[config.mk]
export PLATFORM = sky130hd
export DESIGN_NAME = bse_queue
export DESIGN_NICKNAME = d
export VERILOG_FILES = /design/src/rtl/bse_pkg.sv /design/src/rtl/bse_queue.sv
export SDC_FILE = /design/constraint.sdc
export NUM_CORES = 1
export LEC_CHECK = 0
export BUFFER_PORTS_ARGS = -buffer_cell sky130_fd_sc_hd__buf_2
export CORE_UTILIZATION = 25
export CTS_CLUSTER_DIAMETER = 120
export DETAILED_ROUTE_END_ITERATION = 10
export PLACE_DENSITY = 0.51
export SLEW_MARGIN = 20
export SYNTH_ARGS = -nofsm -noshare
export SYNTH_HDL_FRONTEND = slang
export SYNTH_SLANG_ARGS = --single-unit
[constraint.sdc]
create_clock -name i_clk -period 8.45 [get_ports i_clk]
set_clock_uncertainty 0.05 [all_clocks]
set_input_delay 1.2675 -clock i_clk [delete_from_list [all_inputs] [get_ports i_clk]]
set_output_delay 1.2675 -clock i_clk [all_outputs]
set_load 0.05 [all_outputs]
[src/rtl/bse_pkg.sv]
// bse_pkg: shared types, constants and a helper function for the bicubic spline evaluator
// no dependencies
`default_nettype none

package bse_pkg;

    // default table sizes
    localparam int MAX_FRAG_BREAKS_DEF = 32;
    localparam int MAX_PREC_BREAKS_DEF = 32;
    localparam int COEFS_PER_CELL      = 16;

    // field widths
    localparam int MASS_W   = 32;
    localparam int COEF_W   = 48;
    localparam int CNT_W    = 6;
    localparam int SEG_W    = 8;
    localparam int SLOT_W   = 4;
    localparam int QUEUE_DEPTH = 4;

    // reset value of the break counts
    localparam logic [CNT_W-1:0] CNT_RESET = 6'd32;

    // -1.0 in Q8.40
    localparam logic signed [COEF_W-1:0] NEG_ONE_Q40 = -48'sh0100_0000_0000;

    // request codes
    typedef enum logic [1:0] {
        REQ_EVAL = 2'd0,
        REQ_FRAG = 2'd1,
        REQ_PREC = 2'd2,
        REQ_COEF = 2'd3
    } t_req;

    // configuration register indexes
    typedef enum logic {
        CFG_FRAG_CNT = 1'b0,
        CFG_PREC_CNT = 1'b1
    } t_cfg;

    // job handed from front to back
    typedef struct packed {
        logic                     is_coef;
        logic                     oor;
        logic [SEG_W-1:0]         p_seg;
        logic [SEG_W-1:0]         f_seg;
        logic [SLOT_W-1:0]        slot;
        logic signed [COEF_W-1:0] value;
        logic [MASS_W-1:0]        x_off;
        logic [MASS_W-1:0]        y_off;
    } t_job;

    // saturate a 50-bit sum to the signed 48-bit range
    function automatic logic signed [COEF_W-1:0] sat48(input logic signed [COEF_W+1:0] a);
        logic signed [COEF_W-1:0] r;
        if (a > $signed({3'b000, {(COEF_W-1){1'b1}}})) begin
            r = {1'b0, {(COEF_W-1){1'b1}}};
        end else if (a < $signed({3'b111, {(COEF_W-1){1'b0}}})) begin
            r = {1'b1, {(COEF_W-1){1'b0}}};
        end else begin
            r = a[COEF_W-1:0];
        end
        return r;
    endfunction

endpackage

`default_nettype wire

[src/rtl/bse_queue.sv]
// bse_queue: short job queue between front and back
// depends on bse_pkg
`default_nettype none

module bse_queue import bse_pkg::*; (
    input  wire logic i_clk,
    input  wire logic i_rst_n,
    input  wire logic i_push,
    input  wire t_job i_job,
    input  wire logic i_pop,
    output logic      o_full,
    output logic      o_empty,
    output t_job      o_head
);

    localparam int PW = $clog2(QUEUE_DEPTH);

    t_job            r_mem [QUEUE_DEPTH];
    logic [PW-1:0]   r_wr;
    logic [PW-1:0]   r_rd;
    logic [PW:0]     r_cnt;

    assign o_full  = (r_cnt == (PW+1)'(QUEUE_DEPTH));
    assign o_empty = (r_cnt == '0);
    assign o_head  = r_mem[r_rd];

    // storage
    always_ff @(posedge i_clk) begin
        if (i_push) begin
            r_mem[r_wr] <= i_job;
        end
    end

    // pointers and fill count
    always_ff @(posedge i_clk) begin
        if (!i_rst_n) begin
            r_wr  <= '0;
            r_rd  <= '0;
            r_cnt <= '0;
        end else begin
            if (i_push) begin
                r_wr <= r_wr + 1'b1;
            end
            if (i_pop) begin
                r_rd <= r_rd + 1'b1;
            end
            if (i_push && !i_pop) begin
                r_cnt <= r_cnt + 1'b1;
            end else if (!i_push && i_pop) begin
                r_cnt <= r_cnt - 1'b1;
            end
        end
    end

endmodule

`default_nettype wire

---- Word-level counts from Yosys, hierarchy flattened ----
Memories as Yosys holds them, arrays and structs flattened. A register that Yosys moved wholly into a read port is not among the register bits.
Cells that the tools add are included.
cells by class
  add/sub/neg operators ................... 4
  equality and inequality tests ........... 1
  mux-type cells .......................... 6
  reductions and logical operators ........ 6
operators by type and width
  kind                                                                 count
  3-bit 2-to-1 mux                                                     2
  2-bit by 1-bit adder with 2-bit output (second input constant)       2
  2-bit 2-to-1 mux                                                     2
  3-bit by 1-bit adder with 3-bit output (second input constant)       1
  3-bit equality test (second input constant)                          1
  3-bit logical NOT                                                    1
  3-bit by 1-bit subtractor with 3-bit output (second input constant)  1
  1-bit logical AND                                                    2
  1-bit logical NOT                                                    2
  1-bit 2-to-1 mux                                                     2
  2-bit nonzero test                                                   1
word-level totals
  register bits after elaboration ......... 7
  memory bits (writable) .................. 536
  input port bits ......................... 138
  output and inout port bits .............. 136
  logic and storage cells ................. 21
  memories kept ........................... 1
memory list
  name   depth  width  read ports  clocked after memory_dff  wr ports  RTL line         text
  r_mem  4      134    1           1                         1         bse_queue.sv:18  t_job r_mem [QUEUE_DEPTH];

---- Depth between registers and ports, before layout ----
Gate-level depths: netlist of run 1.
  depth in word-level cells ............... 4
  gate-level depth with buffers ........... 7
  gate-level depth less buffers ........... 7

---- Least setup slack after synthesis of run 1 ----
No wires, ideal clock.
  kind .................................... input to register
  start ................................... in i_push
  end ..................................... mem r_mem[0][0] in the netlist's numbering (enable)
  library setup time ...................... 0.509 ns
  arrival ................................. 4.334 ns
  required time ........................... 7.891 ns
  setup slack ............................. 3.557 ns
  stages on the path ...................... 1
  path buffers ............................ 0
  path through ............................ and2_1
on the way
  cells in the longest elaborated chain, start to end .. 2
ends and longest elaborated chain
  element                                 RTL line         text
  start, declared                         bse_queue.sv:8   input wire logic i_push,
  1-bit 2-to-1 mux                        bse_queue.sv:29  if (i_push) begin
  1-bit 2-to-1 mux (not written as such)  bse_queue.sv:30  r_mem[r_wr] <= i_job;
  end, declared                           bse_queue.sv:18
Every way passes these cells.

==> results.toml, run 1 <==
[status]
status = "finished, final reports clean"

[global_route]
grt_max_degree = 57
grt_first_pass_wirelength_um = 61550
grt_overflow = 0
grt.total_usage_pct = 10.23
antenna_found_initial = 7
first_global_vias = 9835

[routing]
drt-total-wl_um = 41480
drt-wirelength-per-cell_um = 19.27
route.detailed.drc = 0
vias = 8848
antenna_left = 0
firstDrtPassIters = 4
drtIter0Drc = 457
viasPerCell = 4.110

[timing]
rsz0062_at_grt = "false"
finalSetupViolations = 0
period_share_pct = 53.46
max_freq_mhz = 221.4
max-slew-margin-rel_pct = 37.22
period_needed_ns = 4.517
report.final.hold_viol_count = 0
fin_setup_tns_ns = 0
maxSlewViolCount = 0
tightest_slew_ns = 0.9417

[setup_path]
critPathMaxStageDelay_ns = 0.85
rrSetupSlack_ns = 5.89
worstPathMaxFanout = 42
endpoint_kind = "output pin"
cp.buffers_inverters = 2
crit_family = "buffers and inverters"
crit_slowest_cell = "dfxtp_4"
cp-start-kind = "register"
worstPathRequired_ns = 7.13
worst-setup-path-type = "reg -> out"
arrival_ns = 3.20
path_cells = "buf_4 -> mux4_2 -> buf_2"

[clock_tree]
cts_resized = 0
cts_hold_buf = 0
clockBufferDepth = 3
clock_latency_ns = 0.59
cts_root_buf = "clkbuf_16"
numClockSinks = 545
htree_num_levels = 2
numCtsBuffers = 60
cts_setup_buffers = 0
cts_tree = "yes"
clkTransAtPathRegs_ns = 0.06

[floorplanning]
core_area_sq_um = 77850
ios = 274
row_count = 102
initial_core_util_pct = 25.37
dieArea_sq_um = 80130
die_x_um = 283.1
fp.dieH_um = 283.1

[synthesis]
synth_top_cell_by_area = "edfxtp_1"
synth.most_common_cell = "edfxtp_1"
yosysSeqAreaShare_pct = 82.41
synth_area_per_cell_sq_um = 26.58
synthesis.area_sq_um = 19750
syn-num-nets = 887
synth_edf_count = 536
synth_commonest_cells = "edfxtp_1, mux4_2, buf_2"
async_flop_share_pct = 0
synth_top_area_share_pct = 81.50
ys.flop_type = "edfxtp_1"
synthTopCellsByArea = "edfxtp_1, mux4_2, dfxtp_1, buf_6, buf_2"
ys_warn_count = 0
ys_seq_elements = 545
synthCells = 743
ys_types = 20

[final_layout]
stdcell_area_sq_um = 24330
layout-drive-gt1-share_pct = 46.26
syn2layout_area_growth_pct = 23.21
fill_cells = 7521
fin_util_pct = 31.26
final_cell_count_no_fill = 2153
final_nets = 1205

[place]
gp_congestion = 0.6584
placed_area_sq_um = 22340
place_inst = 2039
place_hpwl_um = 23840
port_buffers = 273

[flow_run]
maxCapViolCount = 0

[power_and_ir_drop]
power_per_cell_area_nw_per_um2 = 271.3
p_leak_uw = 0.007976
ir_drop_uv = 149.0

[hold_path]
hold_path.class = "reg -> reg"
cell usage in the layout (no fill, tap or decap), drive strengths merged:
| master | n |
|---|---|
| nor3 | 1 |
| and2 | 9 |
| xor2 | 3 |
| buf | 286 |
| xnor2 | 2 |
| ha | 5 |
| or3 | 1 |
| a21boi | 1 |
| inv | 5 |
| nor2b | 2 |
| mux4 | 134 |
| clkinvlp | 2 |
| bufinv | 7 |
| nand2 | 1 |
| dfxtp | 9 |
| diode | 4 |
| clkinv | 21 |
| o21ai | 1 |
| clkbuf | 79 |
| mux2i | 2 |
| nor3b | 1 |
| edfxtp | 536 |
| fa | 1 |
metal layers:
metal | GRT usage, % | part of all wire (%)
met5 | 0 | 0.17
met4 | 2.959 | 2.3
met3 | 3.881 | 7.7
met2 | 16.67 | 48
met1 | 12.60 | 42
registers in the layout (all words and copies together) (netlist names), named ones only:
name / count
r_cnt: 3
r_mem: 536
r_rd: 2
r_wr: 2
worst register-to-register path: cells and delay by family (launching register included):
family / cells / cell delay [ns]
buf+inv: 1 / 0.74
simple gates: 1 / 0.76
fa+ha+maj: 1 / 0.17
flops: 1 / 0.41
power breakdown:
group | switching [uW] | internal, uW | leakage (uW) | total [uW]
Combinational | 604 | 249 | 0.00201 | 852
Sequential | 47.5 | 3110 | 0.00500 | 3160
Clock | 1020 | 1570 | 0.000966 | 2590
Total | 1670 | 4930 | 0.00798 | 6600
path summary, 6_finish.rpt:
path / from / end / cells after the start
worst min register to register: r_cnt[2] / r_cnt[2] / 2
worst min-delay path: r_cnt[2] / r_cnt[2] / 2
worst max register to register: r_wr[0] / r_mem[1][92] / 3
worst max-delay path: register / o_head[20] / 3
logic make-up (layout without fill, tap and decap cells):
family,after synthesis,in the layout,share of synthesized area [%]
simple gates,15,15,0.4624
compound gates,2,2,0.06334
fa+ha+maj,6,6,0.4181
xor+xnor,5,5,0.2218
flops,545,545,82.41
buf+inv,34,400,1.045
other cells,0,4,0
mux,136,136,15.38
per-stage QoR:
step	setup slack [ns]	power [uW]	hold slack (ns)
finish	3.933	6601	0.4655
global route	3.600	6859	0.5067
CTS	3.710	6729	0.4639
detailed placement	4.392	4089	0.4564
global placement	4.415	4077	0.4381
floorplan	3.557	3852	0.4224
layout make-up:
class | count | area [sq um] | share of cell area [%]
sequential | 545 | 16280 | 66.92
multi-input combinational | 164 | 3278 | 13.47
clock buffer | 79 | 1644 | 6.757
timing repair buffer | 286 | 1464 | 6.016
tap | 1040 | 1301 | 5.348
clock inverter | 31 | 337.8 | 1.388
inverter | 4 | 15.01 | 0.06170
antenna | 4 | 10.01 | 0.04114
Note: power is estimated with default switching activity, not from simulation.
==> inputs of run 2 (changes only) <==
- ABC_AREA: unset -> 1
- PLACE_DENSITY: 0.51 -> 0.53
- clock period: 8.45 -> 4 ns (I/O delays scaled with it)
==> results.toml, run 2 <==
[synthesis]
ys_types = 22
ys_seq_elements = 545
synth.most_common_cell = "edfxtp_1"
synth_top_cell_by_area = "edfxtp_1"
synthTopCellsByArea = "edfxtp_1, o21ai_0, nor2_1, o22ai_1, buf_6"
syn-num-nets = 1498
async_flop_share_pct = 0
ys.flop_type = "edfxtp_1"
synth_edf_count = 536
ys_warn_count = 0
synthCells = 1354
synth_area_per_cell_sq_um = 15.03
synthesis.area_sq_um = 20340
synth_commonest_cells = "edfxtp_1, nor2_1, o21ai_0"
yosysSeqAreaShare_pct = 80.00
synth_top_area_share_pct = 79.11

[timing]
report.final.hold_viol_count = 0
maxSlewViolCount = 0
max_freq_mhz = 277.1
fin_setup_tns_ns = 0
period_share_pct = 90.23
period_needed_ns = 3.609
finalSetupViolations = 0
rsz0062_at_grt = "false"
hold_ws_ns = 0.1588
max-slew-margin-rel_pct = 34.21
tightest_slew_ns = 0.9869

[power_and_ir_drop]
ir_drop_uv = 282.1
seqPwrFrac_pct = 47.7
sw_frac_of_total_pct = 26.34
p_switching_uw = 3635
clkPwrFrac_pct = 39.6
p_leak_uw = 0.008409
p_int_uw = 10170
power_per_cell_area_nw_per_um2 = 556.6
pwr-share-comb_pct = 12.6

[routing]
route.detailed.drc = 0
antenna_left = 0
viasPerCell = 4.443
drtIter0Drc = 689
firstDrtPassIters = 4
drt-wirelength-per-cell_um = 18.54
vias = 12180
drt-total-wl_um = 50850

[global_route]
first_global_vias = 12450
grt_overflow = 0
grt_max_degree = 269
grt_first_pass_wirelength_um = 75240
grt.total_usage_pct = 12.02
antenna_found_initial = 16

[final_layout]
largest_register = "r_mem"
syn2layout_area_growth_pct = 21.89
layout_common_cells = "edfxtp_1, nor2_1, buf_2, o21ai_0, o22ai_1"
final_common_cell = "edfxtp_1"
top_regs = "r_mem (536), r_cnt (3)"
layout-drive-gt1-share_pct = 23.60
final_nets = 1772
largest_reg_flops = 536

[setup_path]
worstPathRequired_ns = 3.35
worst-setup-path-type = "reg -> out"
rrSetupSlack_ns = 1.93
endpoint_kind = "output pin"
arrival_ns = 2.96
worstPathMaxFanout = 154
cp-start-kind = "register"
ff2ff_path_depth = 5
timing.rr.start = "r_wr[0]"
reg2reg_to = "r_mem[2][117]"

[clock_tree]
cts_hold_buf = 0
numClockSinks = 545
clockBufferDepth = 3
cts_tree = "yes"
clkTransAtPathRegs_ns = 0.06
numCtsBuffers = 60
clock_latency_ns = 0.60
htree_num_levels = 2
cts_resized = 0
cts_root_buf = "clkbuf_16"
cts_setup_buffers = 0

[place]
place_hpwl_um = 27990
port_buffers = 273
gp_congestion = 0.7179

[hold_path]
hold_depth = 1
hold_path.class = "in -> reg"
min_from = "i_job[7]"
holdPathEnd = "r_mem[1][7]"

[floorplanning]
row_count = 104
ios = 274
fp.dieH_um = 287.3
core_area_sq_um = 80550
dieArea_sq_um = 82520
die_x_um = 287.3
initial_core_util_pct = 25.26

[flow_run]
maxCapViolCount = 0

[status]
status = "finished, final reports clean"
[run 2: cell types whose count changed after synthesis, moves of 11 or more]
cell      before  now
o21ai_0        1  216
clkbuf_1       7   43
o22ai_1        0  134
buf_6          8   27
inv_1          4   15
o21ai_1        0   58
mux4_2       134    0
nor2_1         0  273
[run 2: critical path, stage by stage, from the launching register on]
cell	delay, ns
dfxtp_4	0.39
buf_12	0.36
buf_16	0.35
o21ai_0	0.24
o22ai_1	0.27
buf_2	0.31
[run 2: per-layer routing]
layer  vias up  part of all wire (%)  global-route usage [%]
met5         -                  0.30                       0
met4        22                   1.9                   3.258
met3        92                   7.3                   3.889
met2       301                    48                   19.64
met1      6067                    43                   15.20
li1       5700                     -                       -
[run 2: kinds of logic after synthesis]
kind of cell / Yosys count / synth area share [%]
and+or+nand+nor: 286 / 5.307
AOI/OAI and AO/OA: 412 / 10.96
adders and majority gates: 6 / 0.4059
buffers and inverters: 105 / 3.327
DFF: 545 / 80.00
[run 2: worst max-delay path by stage]
stage,start,endpoint,slack [ns],depth (start not counted)
after global placement,register,o_head[124],1.24,4
after CTS,register,o_head[124],0.50,4
after global routing,register,o_head[124],0.25,5
after floorplan,i_push,r_mem[2][0],0.25,2
final,register,o_head[124],0.39,5
after detailed placement,register,o_head[124],1.17,4
[run 2: final cells by class]
| class | instances | area (sq um) |
|---|---|---|
| fill | 7901 | 55750 |
| sequential | 545 | 16280 |
| multi-input combinational | 704 | 3392 |
| timing repair buffer | 300 | 1714 |
| clock buffer | 79 | 1644 |
| tap | 1060 | 1326 |
| clock inverter | 33 | 331.6 |
| inverter | 17 | 96.34 |
| antenna | 4 | 10.01 |
[run 2: metrics by stage]
stage                     util [%]  setup WS, ns  instances  power [uW]  cell area (sq um)
after floorplan                  -        0.2492       1354        7950              20340
after global placement       28.29         1.235       2625        8432              22780
after detailed placement     28.29         1.172       2625        8475              22780
after CTS                    30.74        0.4961       2737       14000              24760
after global routing         30.78        0.2533       2740       14320              24790
final                        30.79        0.3907       2742       13800              24800
[run 2: power by group through the flow]
stage               sequential (uW)  combinational, uW  clock, uW
detailed placement             6710               1760          0
global placement               6700               1730          0
global route                   6610               1870       5850
CTS                            6590               1770       5640
floorplan                      6720               1230          0
finish                         6590               1740       5470
==> inputs of run 3 (changes only) <==
- CORE_UTILIZATION: 25 -> 52
- PLACE_DENSITY: 0.53 -> 0.86
==> results.toml, run 3 (synthesis results as in run 2) <==
[routing]
route.detailed.drc = 0
drt-total-wl_um = 44670
drtIter0Drc = 865
drt-wirelength-per-cell_um = 20.61
firstDrtPassIters = 7
antenna_left = 0
viasPerCell = 5.754
vias = 12480

[place]
port_buffers = 273
gp_congestion = 0.7285
placed_area_sq_um = 22020
place_hpwl_um = 24410

[timing]
period_share_pct = 86.60
finalSetupViolations = 0
report.final.hold_viol_count = 0
rsz0062_at_grt = "false"
max_freq_mhz = 288.7
tightest_slew_ns = 1.093
period_needed_ns = 3.464
maxSlewViolCount = 0
max-slew-margin-rel_pct = 27.11
fin_setup_tns_ns = 0

[setup_path]
worstPathMaxFanout = 98
rrSetupSlack_ns = 1.92
worst-setup-path-type = "reg -> out"
endpoint_kind = "output pin"
cp-start-kind = "register"
worstPathRequired_ns = 3.35
timing.rr.start = "r_wr[0]"
arrival_ns = 2.81

[clock_tree]
cts_tree = "yes"
cts_resized = 0
htree_num_levels = 2
clockBufferDepth = 3
clkTransAtPathRegs_ns = 0.07
cts_root_buf = "clkbuf_16"
cts_setup_buffers = 0
numClockSinks = 545
clock_latency_ns = 0.57
numCtsBuffers = 51
cts_hold_buf = 0

[hold_path]
min_from = "i_job[39]"
hold_path.class = "in -> reg"

[global_route]
grt_max_degree = 135
grt_overflow = 0
antenna_found_initial = 9
grt.total_usage_pct = 21.53
grt_first_pass_wirelength_um = 65050
first_global_vias = 12310

[final_layout]
top_regs = "r_mem (536), r_cnt (3)"
final_nets = 1752
final_common_cell = "edfxtp_1"
layout_common_cells = "edfxtp_1, nor2_1, buf_2, o21ai_0, o22ai_1"
syn2layout_area_growth_pct = 16.45
stdcell_area_sq_um = 23690
largest_reg_flops = 536
largest_register = "r_mem"
layout-drive-gt1-share_pct = 22.60

[floorplanning]
initial_core_util_pct = 52.64
die_x_um = 199.8
core_area_sq_um = 38650
dieArea_sq_um = 39920
ios = 274
row_count = 72
fp.dieH_um = 199.8

[power_and_ir_drop]
p_leak_uw = 0.008215
p_switching_uw = 3417
clkPwrFrac_pct = 36.6
sw_frac_of_total_pct = 26.09
seqPwrFrac_pct = 50.4
power_per_cell_area_nw_per_um2 = 552.9
ir_drop_uv = 407.3
pwr-share-comb_pct = 13.0
p_int_uw = 9682

[status]
status = "finished, final reports clean"

[flow_run]
maxCapViolCount = 0
## run 3: routing by layer
layer	share of wire (%)	track usage, %	vias up
li1	-	-	5638
met1	38	26.06	6151
met2	50	36.38	580
met3	9.2	6.452	94
met4	2.5	8.284	12
met5	0.16	0	-
## run 3: final timing paths
| kind | endpoint | depth (start not counted) |
|---|---|---|
| setup reg to reg | r_mem[0][3] | 5 |
| hold reg to reg | register | 1 |
| setup / recovery | o_head[6] | 5 |
| hold / removal | r_mem[2][39] | 1 |
## run 3: metrics by stage
| step | cells | total power [uW] | util, % | hold slack (ns) | setup WS [ns] |
|---|---|---|---|---|---|
| 6_report | 2168 | 13100 | 61.30 | 0.1752 | 0.5360 |
| 5_1_grt | 2167 | 13490 | 61.29 | 0.1398 | 0.4261 |
| 4_1_cts | 2164 | 13170 | 61.27 | 0.1342 | 0.5411 |
| 3_5_place_dp | 2073 | 8410 | 56.97 | 0.3737 | 1.212 |
| 3_3_place_gp | 2073 | 8351 | 56.97 | 0.3649 | 1.283 |
| 2_1_floorplan | 1354 | 7950 | - | 0.3615 | 0.2492 |
## run 3: layout make-up
class / instances / area (sq um)
sequential: 545 / 16280
fill: 2699 / 14960
multi-input combinational: 704 / 3392
timing repair buffer: 289 / 1599
clock buffer: 60 / 1350
tap: 518 / 648.1
clock inverter: 31 / 311.5
inverter: 17 / 96.34
antenna: 4 / 10.01
## run 3: worst max-delay path: stages, from the launching register on
cell and delay, ns:
dfxtp_4 0.50, inv_8 0.44, buf_12 0.39, o21ai_0 0.20, o22ai_1 0.24, buf_2 0.31
## run 3: power by group through the flow
stage / Combinational, uW / Sequential [uW] / Clock [uW]
after CTS: 1710 / 6600 / 4870
after floorplan: 1230 / 6720 / 0
after global placement: 1650 / 6700 / 0
after global routing: 1810 / 6610 / 5060
after detailed placement: 1690 / 6720 / 0
final: 1700 / 6600 / 4800
