**src/rtl/bse_pkg.sv**
```systemverilog
// bse_pkg: shared types, constants and a helper function for the bicubic spline evaluator
// no dependencies
`default_nettype none

package bse_pkg;

    // default table sizes
    localparam int MAX_FRAG_BREAKS_DEF = 32;
    localparam int MAX_PREC_BREAKS_DEF = 32;
    localparam int COEFS_PER_CELL      = 16;

    // field widths
    localparam int MASS_W   = 32;
    localparam int COEF_W   = 48;
    localparam int CNT_W    = 6;
    localparam int SEG_W    = 8;
    localparam int SLOT_W   = 4;
    localparam int QUEUE_DEPTH = 4;

    // reset value of the break counts
    localparam logic [CNT_W-1:0] CNT_RESET = 6'd32;

    // -1.0 in Q8.40
    localparam logic signed [COEF_W-1:0] NEG_ONE_Q40 = -48'sh0100_0000_0000;

    // request codes
    typedef enum logic [1:0] {
        REQ_EVAL = 2'd0,
        REQ_FRAG = 2'd1,
        REQ_PREC = 2'd2,
        REQ_COEF = 2'd3
    } t_req;

    // configuration register indexes
    typedef enum logic {
        CFG_FRAG_CNT = 1'b0,
        CFG_PREC_CNT = 1'b1
    } t_cfg;

    // job handed from front to back
    typedef struct packed {
        logic                     is_coef;
        logic                     oor;
        logic [SEG_W-1:0]         p_seg;
        logic [SEG_W-1:0]         f_seg;
        logic [SLOT_W-1:0]        slot;
        logic signed [COEF_W-1:0] value;
        logic [MASS_W-1:0]        x_off;
        logic [MASS_W-1:0]        y_off;
    } t_job;

    // saturate a 50-bit sum to the signed 48-bit range
    function automatic logic signed [COEF_W-1:0] sat48(input logic signed [COEF_W+1:0] a);
        logic signed [COEF_W-1:0] r;
        if (a > $signed({3'b000, {(COEF_W-1){1'b1}}})) begin
            r = {1'b0, {(COEF_W-1){1'b1}}};
        end else if (a < $signed({3'b111, {(COEF_W-1){1'b0}}})) begin
            r = {1'b1, {(COEF_W-1){1'b0}}};
        end else begin
            r = a[COEF_W-1:0];
        end
        return r;
    endfunction

endpackage

`default_nettype wire

```
**src/rtl/bse_req_if.sv**
```systemverilog
// bse_req_if: request channel of the spline evaluator (valid/ready plus request fields)
// no dependencies
`default_nettype none

interface bse_req_if;
    logic               valid;
    logic               ready;
    logic [1:0]         req_type;
    logic [31:0]        prec_mass;
    logic [31:0]        frag_mass;
    logic [31:0]        break_mass;
    logic [4:0]         break_slot;
    logic [4:0]         prec_segment;
    logic [4:0]         frag_segment;
    logic [3:0]         coef_slot;
    logic signed [47:0] coef_value;

    modport source (
        output valid, req_type, prec_mass, frag_mass, break_mass, break_slot,
               prec_segment, frag_segment, coef_slot, coef_value,
        input  ready
    );
    modport sink (
        input  valid, req_type, prec_mass, frag_mass, break_mass, break_slot,
               prec_segment, frag_segment, coef_slot, coef_value,
        output ready
    );
endinterface

`default_nettype wire

```
**src/rtl/bse_ram.sv**
```systemverilog
// bse_ram: generic simple dual-port RAM, one write and one registered read per cycle
// no dependencies
`default_nettype none

module bse_ram #(
    parameter int WIDTH = 32,
    parameter int DEPTH = 32
) (
    input  wire logic                     i_clk,
    input  wire logic                     i_we,
    input  wire logic [$clog2(DEPTH)-1:0] i_waddr,
    input  wire logic [WIDTH-1:0]         i_wdata,
    input  wire logic [$clog2(DEPTH)-1:0] i_raddr,
    output logic      [WIDTH-1:0]         o_rdata
);

    logic [WIDTH-1:0] r_mem [DEPTH];

    // write port and registered read port
    always_ff @(posedge i_clk) begin
        if (i_we) begin
            r_mem[i_waddr] <= i_wdata;
        end
        o_rdata <= r_mem[i_raddr];
    end

endmodule

`default_nettype wire

```
**src/rtl/bse_front.sv**
```systemverilog
// bse_front: accepts requests, loads break tables, range checks and segment search
// depends on bse_pkg, bse_req_if, bse_ram
`default_nettype none

module bse_front import bse_pkg::*; #(
    parameter int MAX_FRAG_BREAKS = MAX_FRAG_BREAKS_DEF,
    parameter int MAX_PREC_BREAKS = MAX_PREC_BREAKS_DEF
) (
    input  wire logic             i_clk,
    input  wire logic             i_rst_n,
    bse_req_if.sink               req,
    input  wire logic [CNT_W-1:0] i_frag_cnt,
    input  wire logic [CNT_W-1:0] i_prec_cnt,
    input  wire logic             i_q_full,
    output logic                  o_q_push,
    output t_job                  o_q_job
);

    localparam int FAW = $clog2(MAX_FRAG_BREAKS);
    localparam int PAW = $clog2(MAX_PREC_BREAKS);
    localparam int FCW = $clog2(MAX_FRAG_BREAKS + 1);
    localparam int PCW = $clog2(MAX_PREC_BREAKS + 1);
    localparam int IW  = (FCW > PCW) ? FCW : PCW;

    typedef enum logic [2:0] {S_IDLE, S_SWEEP, S_SEG, S_SEGW, S_PUSH} t_state;

    t_state            r_state;
    logic [31:0]       r_pm, r_fm;
    logic [IW-1:0]     r_idx, r_ridx;
    logic              r_rv;
    logic [FCW-1:0]    r_kf, r_segf;
    logic [PCW-1:0]    r_kp, r_segp;
    logic [31:0]       r_f0, r_fn2, r_p0, r_pn2, r_fs, r_ps;

    logic [FCW-1:0]    w_nf, w_segf;
    logic [PCW-1:0]    w_np, w_segp;
    logic [IW-1:0]     w_nmax;
    logic              w_accept;
    t_req              w_type;
    logic              w_coef_ok;
    logic              w_oor;
    logic [31:0]       w_fd, w_pd;
    logic [FAW-1:0]    w_fraddr;
    logic [PAW-1:0]    w_praddr;

    assign w_type    = t_req'(req.req_type);
    assign req.ready = (r_state == S_IDLE) && !i_q_full;
    assign w_accept  = req.valid && req.ready;
    assign w_coef_ok = (32'(req.prec_segment) < MAX_PREC_BREAKS)
                    && (32'(req.frag_segment) < MAX_FRAG_BREAKS);

    // clamped break counts
    always_comb begin
        if (i_frag_cnt < 6'd3) begin
            w_nf = FCW'(3);
        end else if (32'(i_frag_cnt) > MAX_FRAG_BREAKS) begin
            w_nf = FCW'(MAX_FRAG_BREAKS);
        end else begin
            w_nf = FCW'(i_frag_cnt);
        end
        if (i_prec_cnt < 6'd3) begin
            w_np = PCW'(3);
        end else if (32'(i_prec_cnt) > MAX_PREC_BREAKS) begin
            w_np = PCW'(MAX_PREC_BREAKS);
        end else begin
            w_np = PCW'(i_prec_cnt);
        end
        w_nmax = (IW'(w_nf) > IW'(w_np)) ? IW'(w_nf) : IW'(w_np);
    end

    // segment from count of smaller breaks, clamped to count-2
    always_comb begin
        w_segf = (r_kf == '0) ? '0 : r_kf - 1'b1;
        if (w_segf > w_nf - FCW'(2)) begin
            w_segf = w_nf - FCW'(2);
        end
        w_segp = (r_kp == '0) ? '0 : r_kp - 1'b1;
        if (w_segp > w_np - PCW'(2)) begin
            w_segp = w_np - PCW'(2);
        end
    end

    assign w_fraddr = (r_state == S_SEG) ? w_segf[FAW-1:0] : r_idx[FAW-1:0];
    assign w_praddr = (r_state == S_SEG) ? w_segp[PAW-1:0] : r_idx[PAW-1:0];

    // break tables
    bse_ram #(.WIDTH(MASS_W), .DEPTH(MAX_FRAG_BREAKS)) u_frag_tab (
        .i_clk   (i_clk),
        .i_we    (w_accept && w_type == REQ_FRAG
                  && 32'(req.break_slot) < MAX_FRAG_BREAKS),
        .i_waddr (FAW'(req.break_slot)),
        .i_wdata (req.break_mass),
        .i_raddr (w_fraddr),
        .o_rdata (w_fd)
    );

    bse_ram #(.WIDTH(MASS_W), .DEPTH(MAX_PREC_BREAKS)) u_prec_tab (
        .i_clk   (i_clk),
        .i_we    (w_accept && w_type == REQ_PREC
                  && 32'(req.break_slot) < MAX_PREC_BREAKS),
        .i_waddr (PAW'(req.break_slot)),
        .i_wdata (req.break_mass),
        .i_raddr (w_praddr),
        .o_rdata (w_pd)
    );

    // range check on the captured end breaks
    assign w_oor = (r_fm >= r_pm) || (r_fm <= r_f0) || (r_fm >= r_fn2)
                || (r_pm <= r_p0) || (r_pm >= r_pn2);

    // queue push: coefficient loads pass straight through, queries after search
    always_comb begin
        o_q_job  = '0;
        o_q_push = 1'b0;
        if (r_state == S_PUSH) begin
            o_q_push      = !i_q_full;
            o_q_job.oor   = w_oor;
            o_q_job.p_seg = SEG_W'(r_segp);
            o_q_job.f_seg = SEG_W'(r_segf);
            o_q_job.x_off = (r_fm > r_fs) ? r_fm - r_fs : '0;
            o_q_job.y_off = (r_pm > r_ps) ? r_pm - r_ps : '0;
        end else begin
            o_q_push        = w_accept && w_type == REQ_COEF && w_coef_ok;
            o_q_job.is_coef = 1'b1;
            o_q_job.p_seg   = SEG_W'(req.prec_segment);
            o_q_job.f_seg   = SEG_W'(req.frag_segment);
            o_q_job.slot    = req.coef_slot;
            o_q_job.value   = req.coef_value;
        end
    end

    // sequencer: sweep both tables, then read the segment start breaks
    always_ff @(posedge i_clk) begin
        if (!i_rst_n) begin
            r_state <= S_IDLE;
            r_rv    <= 1'b0;
        end else begin
            unique case (r_state)
                S_IDLE: begin
                    r_rv  <= 1'b0;
                    r_idx <= '0;
                    r_kf  <= '0;
                    r_kp  <= '0;
                    if (w_accept && w_type == REQ_EVAL) begin
                        r_pm    <= req.prec_mass;
                        r_fm    <= req.frag_mass;
                        r_state <= S_SWEEP;
                    end
                end
                S_SWEEP: begin
                    if (r_idx < w_nmax) begin
                        r_rv   <= 1'b1;
                        r_ridx <= r_idx;
                        r_idx  <= r_idx + 1'b1;
                    end else begin
                        r_rv <= 1'b0;
                        if (!r_rv) begin
                            r_state <= S_SEG;
                        end
                    end
                    if (r_rv && r_ridx < IW'(w_nf)) begin
                        if (r_ridx == '0) begin
                            r_f0 <= w_fd;
                        end
                        if (r_ridx == IW'(w_nf - FCW'(2))) begin
                            r_fn2 <= w_fd;
                        end
                        if (w_fd < r_fm) begin
                            r_kf <= r_kf + 1'b1;
                        end
                    end
                    if (r_rv && r_ridx < IW'(w_np)) begin
                        if (r_ridx == '0) begin
                            r_p0 <= w_pd;
                        end
                        if (r_ridx == IW'(w_np - PCW'(2))) begin
                            r_pn2 <= w_pd;
                        end
                        if (w_pd < r_pm) begin
                            r_kp <= r_kp + 1'b1;
                        end
                    end
                end
                S_SEG: begin
                    r_segf  <= w_segf;
                    r_segp  <= w_segp;
                    r_state <= S_SEGW;
                end
                S_SEGW: begin
                    r_fs    <= w_fd;
                    r_ps    <= w_pd;
                    r_state <= S_PUSH;
                end
                S_PUSH: begin
                    if (!i_q_full) begin
                        r_state <= S_IDLE;
                    end
                end
                default: r_state <= S_IDLE;
            endcase
        end
    end

endmodule

`default_nettype wire

```
**src/flat_wrapper.sv**
```systemverilog
// flat-port wrapper written by rule: the top's interface ports become plain ports
module bse_front_flat import bse_pkg::*;
#(
    parameter int MAX_FRAG_BREAKS = MAX_FRAG_BREAKS_DEF,
    parameter int MAX_PREC_BREAKS = MAX_PREC_BREAKS_DEF
)
  (i_clk, i_rst_n, i_frag_cnt, i_prec_cnt, i_q_full, o_q_push, o_q_job, req_valid, req_req_type, req_prec_mass, req_frag_mass, req_break_mass, req_break_slot, req_prec_segment, req_frag_segment, req_coef_slot, req_coef_value, req_ready);
  bse_req_if req_i ();
  input  wire logic i_clk;
  input  wire logic i_rst_n;
  input  wire logic [CNT_W-1:0] i_frag_cnt;
  input  wire logic [CNT_W-1:0] i_prec_cnt;
  input  wire logic i_q_full;
  output logic o_q_push;
  output t_job o_q_job;
  input wire logic [$bits(req_i.valid)-1:0] req_valid;
  input wire logic [$bits(req_i.req_type)-1:0] req_req_type;
  input wire logic [$bits(req_i.prec_mass)-1:0] req_prec_mass;
  input wire logic [$bits(req_i.frag_mass)-1:0] req_frag_mass;
  input wire logic [$bits(req_i.break_mass)-1:0] req_break_mass;
  input wire logic [$bits(req_i.break_slot)-1:0] req_break_slot;
  input wire logic [$bits(req_i.prec_segment)-1:0] req_prec_segment;
  input wire logic [$bits(req_i.frag_segment)-1:0] req_frag_segment;
  input wire logic [$bits(req_i.coef_slot)-1:0] req_coef_slot;
  input wire logic [$bits(req_i.coef_value)-1:0] req_coef_value;
  output wire logic [$bits(req_i.ready)-1:0] req_ready;
  assign req_i.valid = req_valid;
  assign req_i.req_type = req_req_type;
  assign req_i.prec_mass = req_prec_mass;
  assign req_i.frag_mass = req_frag_mass;
  assign req_i.break_mass = req_break_mass;
  assign req_i.break_slot = req_break_slot;
  assign req_i.prec_segment = req_prec_segment;
  assign req_i.frag_segment = req_frag_segment;
  assign req_i.coef_slot = req_coef_slot;
  assign req_i.coef_value = req_coef_value;
  assign req_ready = req_i.ready;
  bse_front #(.MAX_FRAG_BREAKS(MAX_FRAG_BREAKS), .MAX_PREC_BREAKS(MAX_PREC_BREAKS)) u_core (.i_clk(i_clk), .i_rst_n(i_rst_n), .req(req_i), .i_frag_cnt(i_frag_cnt), .i_prec_cnt(i_prec_cnt), .i_q_full(i_q_full), .o_q_push(o_q_push), .o_q_job(o_q_job));
endmodule
```
**config.mk**
```make
export PLATFORM = sky130hd
export DESIGN_NAME = bse_front_flat
export DESIGN_NICKNAME = d
export VERILOG_FILES = /design/src/rtl/bse_pkg.sv /design/src/rtl/bse_req_if.sv /design/src/rtl/bse_ram.sv /design/src/rtl/bse_front.sv /design/src/flat_wrapper.sv
export SDC_FILE = /design/constraint.sdc
export NUM_CORES = 2
export LEC_CHECK = 0
export BUFFER_PORTS_ARGS = -buffer_cell sky130_fd_sc_hd__buf_2
export CORE_MARGIN = 2
export CORE_UTILIZATION = 50
export CTS_BUF_LIST = sky130_fd_sc_hd__clkbuf_8
export DETAILED_ROUTE_END_ITERATION = 6
export PLACE_DENSITY = 0.76
export SLEW_MARGIN = 10
export SYNTH_ARGS = -nofsm -noshare
export SYNTH_HDL_FRONTEND = slang
export SYNTH_HIERARCHICAL = 1
export SYNTH_SLANG_ARGS = --single-unit
export TNS_END_PERCENT = 30
```
**constraint.sdc**
```tcl
create_clock -name i_clk -period 16.1 [get_ports i_clk]
set_input_delay 3.22 -clock i_clk [delete_from_list [all_inputs] [get_ports i_clk]]
set_output_delay 3.22 -clock i_clk [all_outputs]
set_load 0.01 [all_outputs]
```
; Word-level counts from Yosys, hierarchy flattened
; Memory sizes are Yosys's and may differ from the RTL's. A register that Yosys moved wholly into a read port is not among the register bits.
; Cells that the tools add are included.
[classes]
add_sub_neg = 9
n_mul = 0
div_mod_pow = 0
magnitude_cmp = 19
n_eq_ne = 18
n_shift = 0
muxes = 38
bitwise_logic = 0
n_reduce_logical = 31
[ops]
columns = op, n
row1 = $ge 32x32->1, 3
row2 = $mux 6, 14
row3 = $gt 32x32->1, 2
row4 = $le 32x32->1, 2
row5 = $lt 32x32->1, 2
row6 = $mux 32, 2
row7 = $mux 64, 1
row8 = $sub 32x32->32, 2
row9 = $mux 52, 1
row10 = $pmux 6 s2, 3
row11 = $reduce_and 4->1, 7
row12 = $add 6x1->6 const B, 3
row13 = $gt 6x6->1, 3
row14 = $logic_not 6->1, 3
row15 = $lt 6x6->1, 3
row16 = $pmux 3 s5, 1
row17 = $mux 14, 1
row18 = $eq 6x6->1, 2
row19 = $gt 6x6->1 const B, 2
row20 = $lt 6x2->1 const B, 2
row21 = $mux 3, 4
row22 = $sub 6x1->6 const B, 2
row23 = $sub 6x2->6 const B, 2
row24 = $mux 5, 2
row25 = 17 further kinds, 46
[totals]
regBits = 296
latch_bits = 0
mem_bits_rw = 2048
rom_bits = 0
input_bits = 181
out_inout_bits = 136
elab_cells = 133
n_memories = 2
[memory_table]
columns = name, depth, word_bits, rd, rd_ports_with_merged_regs, wr, line
row1 = u_core.u_frag_tab.r_mem, 32, 32, 1, 1, 1, bse_ram.sv:17  ; logic [WIDTH-1:0] r_mem [DEPTH];
row2 = u_core.u_prec_tab.r_mem, 32, 32, 1, 1, 1, bse_ram.sv:17

; Depth between registers and ports, before layout
[logic_depth]
depth_word = 8
depth_mapped = 22

; By module
; Netlist, hierarchy kept.
[by_module_without_submodules]
columns = module, n_inst, cells_each, area_each_um2, seq_area_each_um2
row1 = bse_ram at u_core.u_frag_tab, 1, 2260, 40492.6, 31390.1
row2 = bse_ram at u_core.u_prec_tab, 1, 2260, 40485.1, 31390.1
row3 = bse_front, 1, 2070, 21060.2, 8848.5

; Worst setup path before layout
; No wires, ideal clock.
[synth_path]
path_kind = in2reg
start = input i_prec_cnt[3]
end = register u_core.r_pn2[0], enable pin
setup_ns = 0.461
arrival_ns = 7.287
required_ns = 15.639
setup_slack_ns = 8.352
path_stages = 10
path_buffers = 0
path_cell_list = nor3_1 o21ai_0 ha_1 nor2b_1 o21a_1 o21a_1 o21a_1 o21a_1 or2_2 nor3_1
[synth_via]
elab_chain_len = 6
[synth_rtl]
columns = element, line
row1 = from (decl), flat_wrapper.sv:12  ; input wire logic [CNT_W-1:0] i_prec_cnt;
row2 = $gt 6x6->1, bse_front.sv:63  ; end else if (32'(i_prec_cnt) > MAX_PREC_BREAKS) begin
row3 = $mux 6, bse_front.sv:63
row4 = $mux 6 (*), bse_front.sv:61  ; if (i_prec_cnt < 6'd3) begin
row5 = $sub 6x2->6 or $lt 6x6->1 (tied branches), "bse_front.sv:176, bse_front.sv:172"
row6 = $eq 6x6->1 or $logic_and 1x1->1 (tied branches), "bse_front.sv:176, bse_front.sv:172"
row7 = $reduce_and 4->1 (no source line) (*), --
row8 = to (signal assigned), bse_front.sv:177  ; r_pn2 <= w_pd;
row9 = to (decl), bse_front.sv:33  ; logic [31:0] r_f0, r_fn2, r_p0, r_pn2, r_fs, r_ps;
; Mark *: on every way between the ends. The rest lies on a longest branch, timed or not.
; A chain may end at the register's enable or synchronous reset.

; Worst setup path after layout
[layout_path]
start = input i_prec_cnt[4]
end = register u_core.u_prec_tab.o_rdata[19] (read register of u_core.u_prec_tab.r_mem)
[layout_via]
elab_chain_len = 7
[layout_rtl]
columns = element, line
row1 = $gt 6x6->1, bse_front.sv:63
row2 = $mux 6, bse_front.sv:63
row3 = $mux 6 (*), bse_front.sv:61
row4 = $sub 6x2->6 (*), "bse_front.sv:78, bse_front.sv:79"
row5 = $gt 6x6->1, bse_front.sv:78  ; if (w_segp > w_np - PCW'(2)) begin
row6 = $mux 6 (*), bse_front.sv:78
row7 = via u_core.w_segp[0], bse_front.sv:36  ; logic [PCW-1:0] w_np, w_segp;
row8 = $mux 5 (*), bse_front.sv:84  ; assign w_praddr = (r_state == S_SEG) ? w_segp[PAW-1:0] : r_idx[PAW-1:0];
row9 = via u_core.w_praddr[0], bse_front.sv:44  ; logic [PAW-1:0] w_praddr;
row10 = to (decl), bse_ram.sv:14  ; output logic [WIDTH-1:0] o_rdata
; The timed path passes the listed nets; every way through them passes the cells marked *.

==> metrics list <==
- Run status: finished with violations
* Via-to-Cell Ratio: between 5 and 6
- Post-Syn Area per Cell: approximately 15 um2
- Clock-pin slew was measured on the worst setup and hold paths at around 60 ps.
- Overflow left after global routing: 0
- Once routing completed, OpenROAD measured the worst setup slack at about 7500 ps.
* Setup repair after global routing missed its margin: false
- For the final routed database, the setup TNS stands at 0 ps.
* Fraction of layout cells with a size suffix above 1: 0.1445
- In this run the worst path has a maximum fanout of 135.
- Failing checks: DRC
- Post-layout util: 0.5629
- Number of setup violations in the final report: 0
* Detailed-placement wirelength estimate: ~150000 um
- The analysis attributes to cell leakage a power of around 0.041 uW.
* Number of global-route vias before repair: between 50k and 60k
- TritonCTS built the clock tree.
- For this run, the leading register cell type out of synthesis is sky130_fd_sc_hd__edfxtp_1.
- The clock reaches the later pin of the worst-skew pair after about 1100 ps.
- Entering global routing, the biggest net connects about 140 pins.
- Clock tree synthesis found a total of ~2.4k sinks.
- Clock root cell: sky130_fd_sc_hd__clkbuf_8
* IO Port Bufs: between 300 and 400
* Synthesis warning total: 6
* Length of the first detailed-routing pass in iterations: 7
- The min-delay analysis places its worst path in the category flip-flop to flip-flop.
* Via count: around 60k
- Worst-case clock buffer depth: 4
- X dimension of the die: about 460 um
* Path type of the worst setup path: input pin to flip-flop
* Antenna violations before repair: 32
* Data arrival at the endpoint of the critical path: approximately 9500 ps
- Counting flops and latches in the post-synthesis netlist gives 2408.
- IO Pins: 317
* WP data required: between 15000 and 20000 ps
- Overall Global Routing Usage: 0.2480
- Of the synthesized area, sequential elements account for 0.7020.
* Initial cell density of the core: 0.5038
- WL final: about 270000 um
- Core Footprint: between 200000 and 250000 um2
* Max-slew violations: 0
- Synth top area share: 0.6886
- After technology mapping, the gate count stands at approximately 6.6k.
* Area of the mapped netlist: 102000 um2
* Relative max-transition margin: 0.1530
* Post-synth cell types: 86
* Number of hold buffers added after CTS: 0
- Number of placement rows: between 150 and 200
- For this block, the initial DRC count from the detailed router was about 7.1k.
* Area growth, synth to finish: 11.72%
- After detailed routing, the number of remaining DRC violations is 3.
* Final cell count without fillers: between 10k and 15k
- The worst-case IR drop observed on VDD is approximately 0.00012 V.
- The clock arrives with 58.62 ps of skew.
* Post-CTS sizing: 0
- Power per cell area: 114.7 nW/um2
* Max cap viols: 0
* Post-CTS Setup Bufs: 0
* Final Hold Vio Count: 0
- Pre-CTS setup slack: 6570 ps
* Period utilization: 0.5312
- Total Die Area: roughly 210000 um2
- Once detail routing completed, the nets flagged for antenna violations numbered 0.
- The first global-routing pass estimated around 380000 um of wire.
- The worst setup path is launched from an input pin.
* Average wire per standard cell: roughly 26 um
* Share of synthesized registers carrying an async set or reset: 0
- Worst hold slack after final layout: 512.5 ps
* Final Wtd Congestion: around 0.9
- Cell taking the most area after synthesis: sky130_fd_sc_hd__edfxtp_1
* Fin nets: 7631
- Dpl cells: 9417
- Die Height: between 400 and 500 um
- Cells taking the most area after synthesis: sky130_fd_sc_hd__edfxtp_1 (69%), sky130_fd_sc_hd__mux2i_1 (10%), sky130_fd_sc_hd__ha_1 (4.0%)
- The worst setup path is captured at a flip-flop.
- The synthesized design contains 2340 enable-type register cells.
- The layout has 15.28k filler cells.
- The H-tree was split into 5 levels.
- Number of CTS-inserted buffers: between 300 and 400
* Transition time at the pin with the least slew margin: around 1300 ps
- Derived from the worst setup path, the maximum achievable clock frequency is 116.9 MHz.
- Post-layout minimum cycle time: around 8600 ps
flip-flops by register name, summed over array words and instances (netlist names), 3 cells and up:
name and cells:
u_core/u_frag_tab/o_rdata 32, u_core/r_p0 32, u_core/r_ridx 6, u_core/u_prec_tab/r_mem 1024, u_core/r_fm 32, u_core/r_fn2 32
u_core/r_f0 32, u_core/r_pn2 32, u_core/u_frag_tab/r_mem 1024, u_core/r_fs 32, u_core/r_idx 6, u_core/r_state 3
u_core/r_ps 32, u_core/r_pm 32, u_core/r_segf 6, u_core/r_segp 6, u_core/u_prec_tab/o_rdata 32, u_core/r_kp 6
u_core/r_kf 6
per-stage QoR:
step	power (uW)	cell area (um2)
after floorplan	7882	102000
after global placement	8337	107000
after detailed placement	8370	107000
after CTS	13110	113900
after global routing	13460	114000
final	13080	114000
layout make-up:
type | count | area, um2 | area share
sequential | 2408 | 71630 | 0.6283
clock inverter | 243 | 1314 | 0.01152
multi-input combinational | 3583 | 28140 | 0.2468
tap | 2672 | 3343 | 0.02933
clock buffer | 411 | 5657 | 0.04962
inverter | 307 | 1152 | 0.01011
antenna | 26 | 65.06 | 0.0005707
timing repair buffer | 447 | 2705 | 0.02373
path summary, 6_finish.rpt:
check | startpoint | end | slack, ps | depth (start not counted)
setup reg to reg | u_core/r_kf[0] | u_core/u_frag_tab/o_rdata[10] | 9360 | 20
hold / removal | u_core/r_rv | u_core/r_rv | 510 | 2
setup / recovery | i_prec_cnt[4] | u_core/u_prec_tab/o_rdata[19] | 7550 | 19
hold reg to reg | u_core/r_rv | u_core/r_rv | 510 | 2
placed cells by master, fill, tap and decap left out, types with 127 or more instances in the layout:
| cell | Yosys | layout |
|---|---|---|
| sky130_fd_sc_hd__a21oi_1 | 309 | 309 |
| sky130_fd_sc_hd__a22o_1 | 128 | 128 |
| sky130_fd_sc_hd__a22oi_1 | 194 | 194 |
| sky130_fd_sc_hd__buf_2 | 68 | 310 |
| sky130_fd_sc_hd__buf_4 | 73 | 127 |
| sky130_fd_sc_hd__clkbuf_8 | 0 | 411 |
| sky130_fd_sc_hd__edfxtp_1 | 2340 | 2340 |
| sky130_fd_sc_hd__ha_1 | 330 | 330 |
| sky130_fd_sc_hd__inv_1 | 307 | 410 |
| sky130_fd_sc_hd__mux2i_1 | 1037 | 1037 |
| sky130_fd_sc_hd__nand2_1 | 308 | 307 |
| sky130_fd_sc_hd__nand3_1 | 234 | 234 |
| sky130_fd_sc_hd__nor2_1 | 222 | 153 |
per-layer routing:
layer	part of all wire	vias to the layer above	track usage	wire length, um
met4	0.039	18	0.1029	10280
met3	0.10	479	0.04827	26750
met2	0.47	3216	0.3999	124900
met1	0.39	29985	0.3307	103600
met5	0.00032	-	0	85
li1	-	26481	-	-
synthesized netlist by cell type (all sizes together), types with 10 or more instances:
master,number
a21oi,312
nor2,222
nand3b,14
clkbuf,112
buf,183
a21o,93
and4,10
a211oi,20
and3,20
nand3,234
nand4,42
and2,64
o21a,35
inv,307
nor4,12
xnor2,42
mux2i,1037
o21bai,14
dfxtp,68
nor3,99
edfxtp,2340
nand2b,20
ha,330
nor2b,29
a22o,128
nand2,308
a22oi,194
a31oi,77
o21ai,68
or2,10
xor2,30
kinds of logic after synthesis:
logic type                 Yosys count  synth area share
DFF                               2408            0.7020
AOI/OAI and AO/OA                 1015           0.06775
adders and majority gates          332           0.04086
other                                1        0.00003675
xor gates and xnor gates            72          0.006180
buffers and inverters              602           0.02803
muxes                             1046            0.1027
and+or+nand+nor                   1114           0.05245
report_power, final:
group	internal, uW	switching [uW]	total (uW)
combinational	415	749	1160
clock	2510	2290	4810
sequential	6970	139	7100
critical path: stages:
cell	delay [ps]
sky130_fd_sc_hd__buf_2	110
sky130_fd_sc_hd__nor3_1	60
sky130_fd_sc_hd__o21ai_0	730
sky130_fd_sc_hd__ha_1	430
sky130_fd_sc_hd__ha_1	330
sky130_fd_sc_hd__o21a_1	110
sky130_fd_sc_hd__o21a_1	180
sky130_fd_sc_hd__o21a_1	180
sky130_fd_sc_hd__o21a_1	180
sky130_fd_sc_hd__o22ai_2	350
sky130_fd_sc_hd__mux2_2	300
sky130_fd_sc_hd__o21ba_4	190
sky130_fd_sc_hd__buf_12	510
sky130_fd_sc_hd__buf_4	900
sky130_fd_sc_hd__mux2i_1	300
sky130_fd_sc_hd__a22o_1	200
sky130_fd_sc_hd__nor3_1	70
sky130_fd_sc_hd__a31oi_1	570
sky130_fd_sc_hd__nand3_1	130
(Power assumes the default switching activity.)
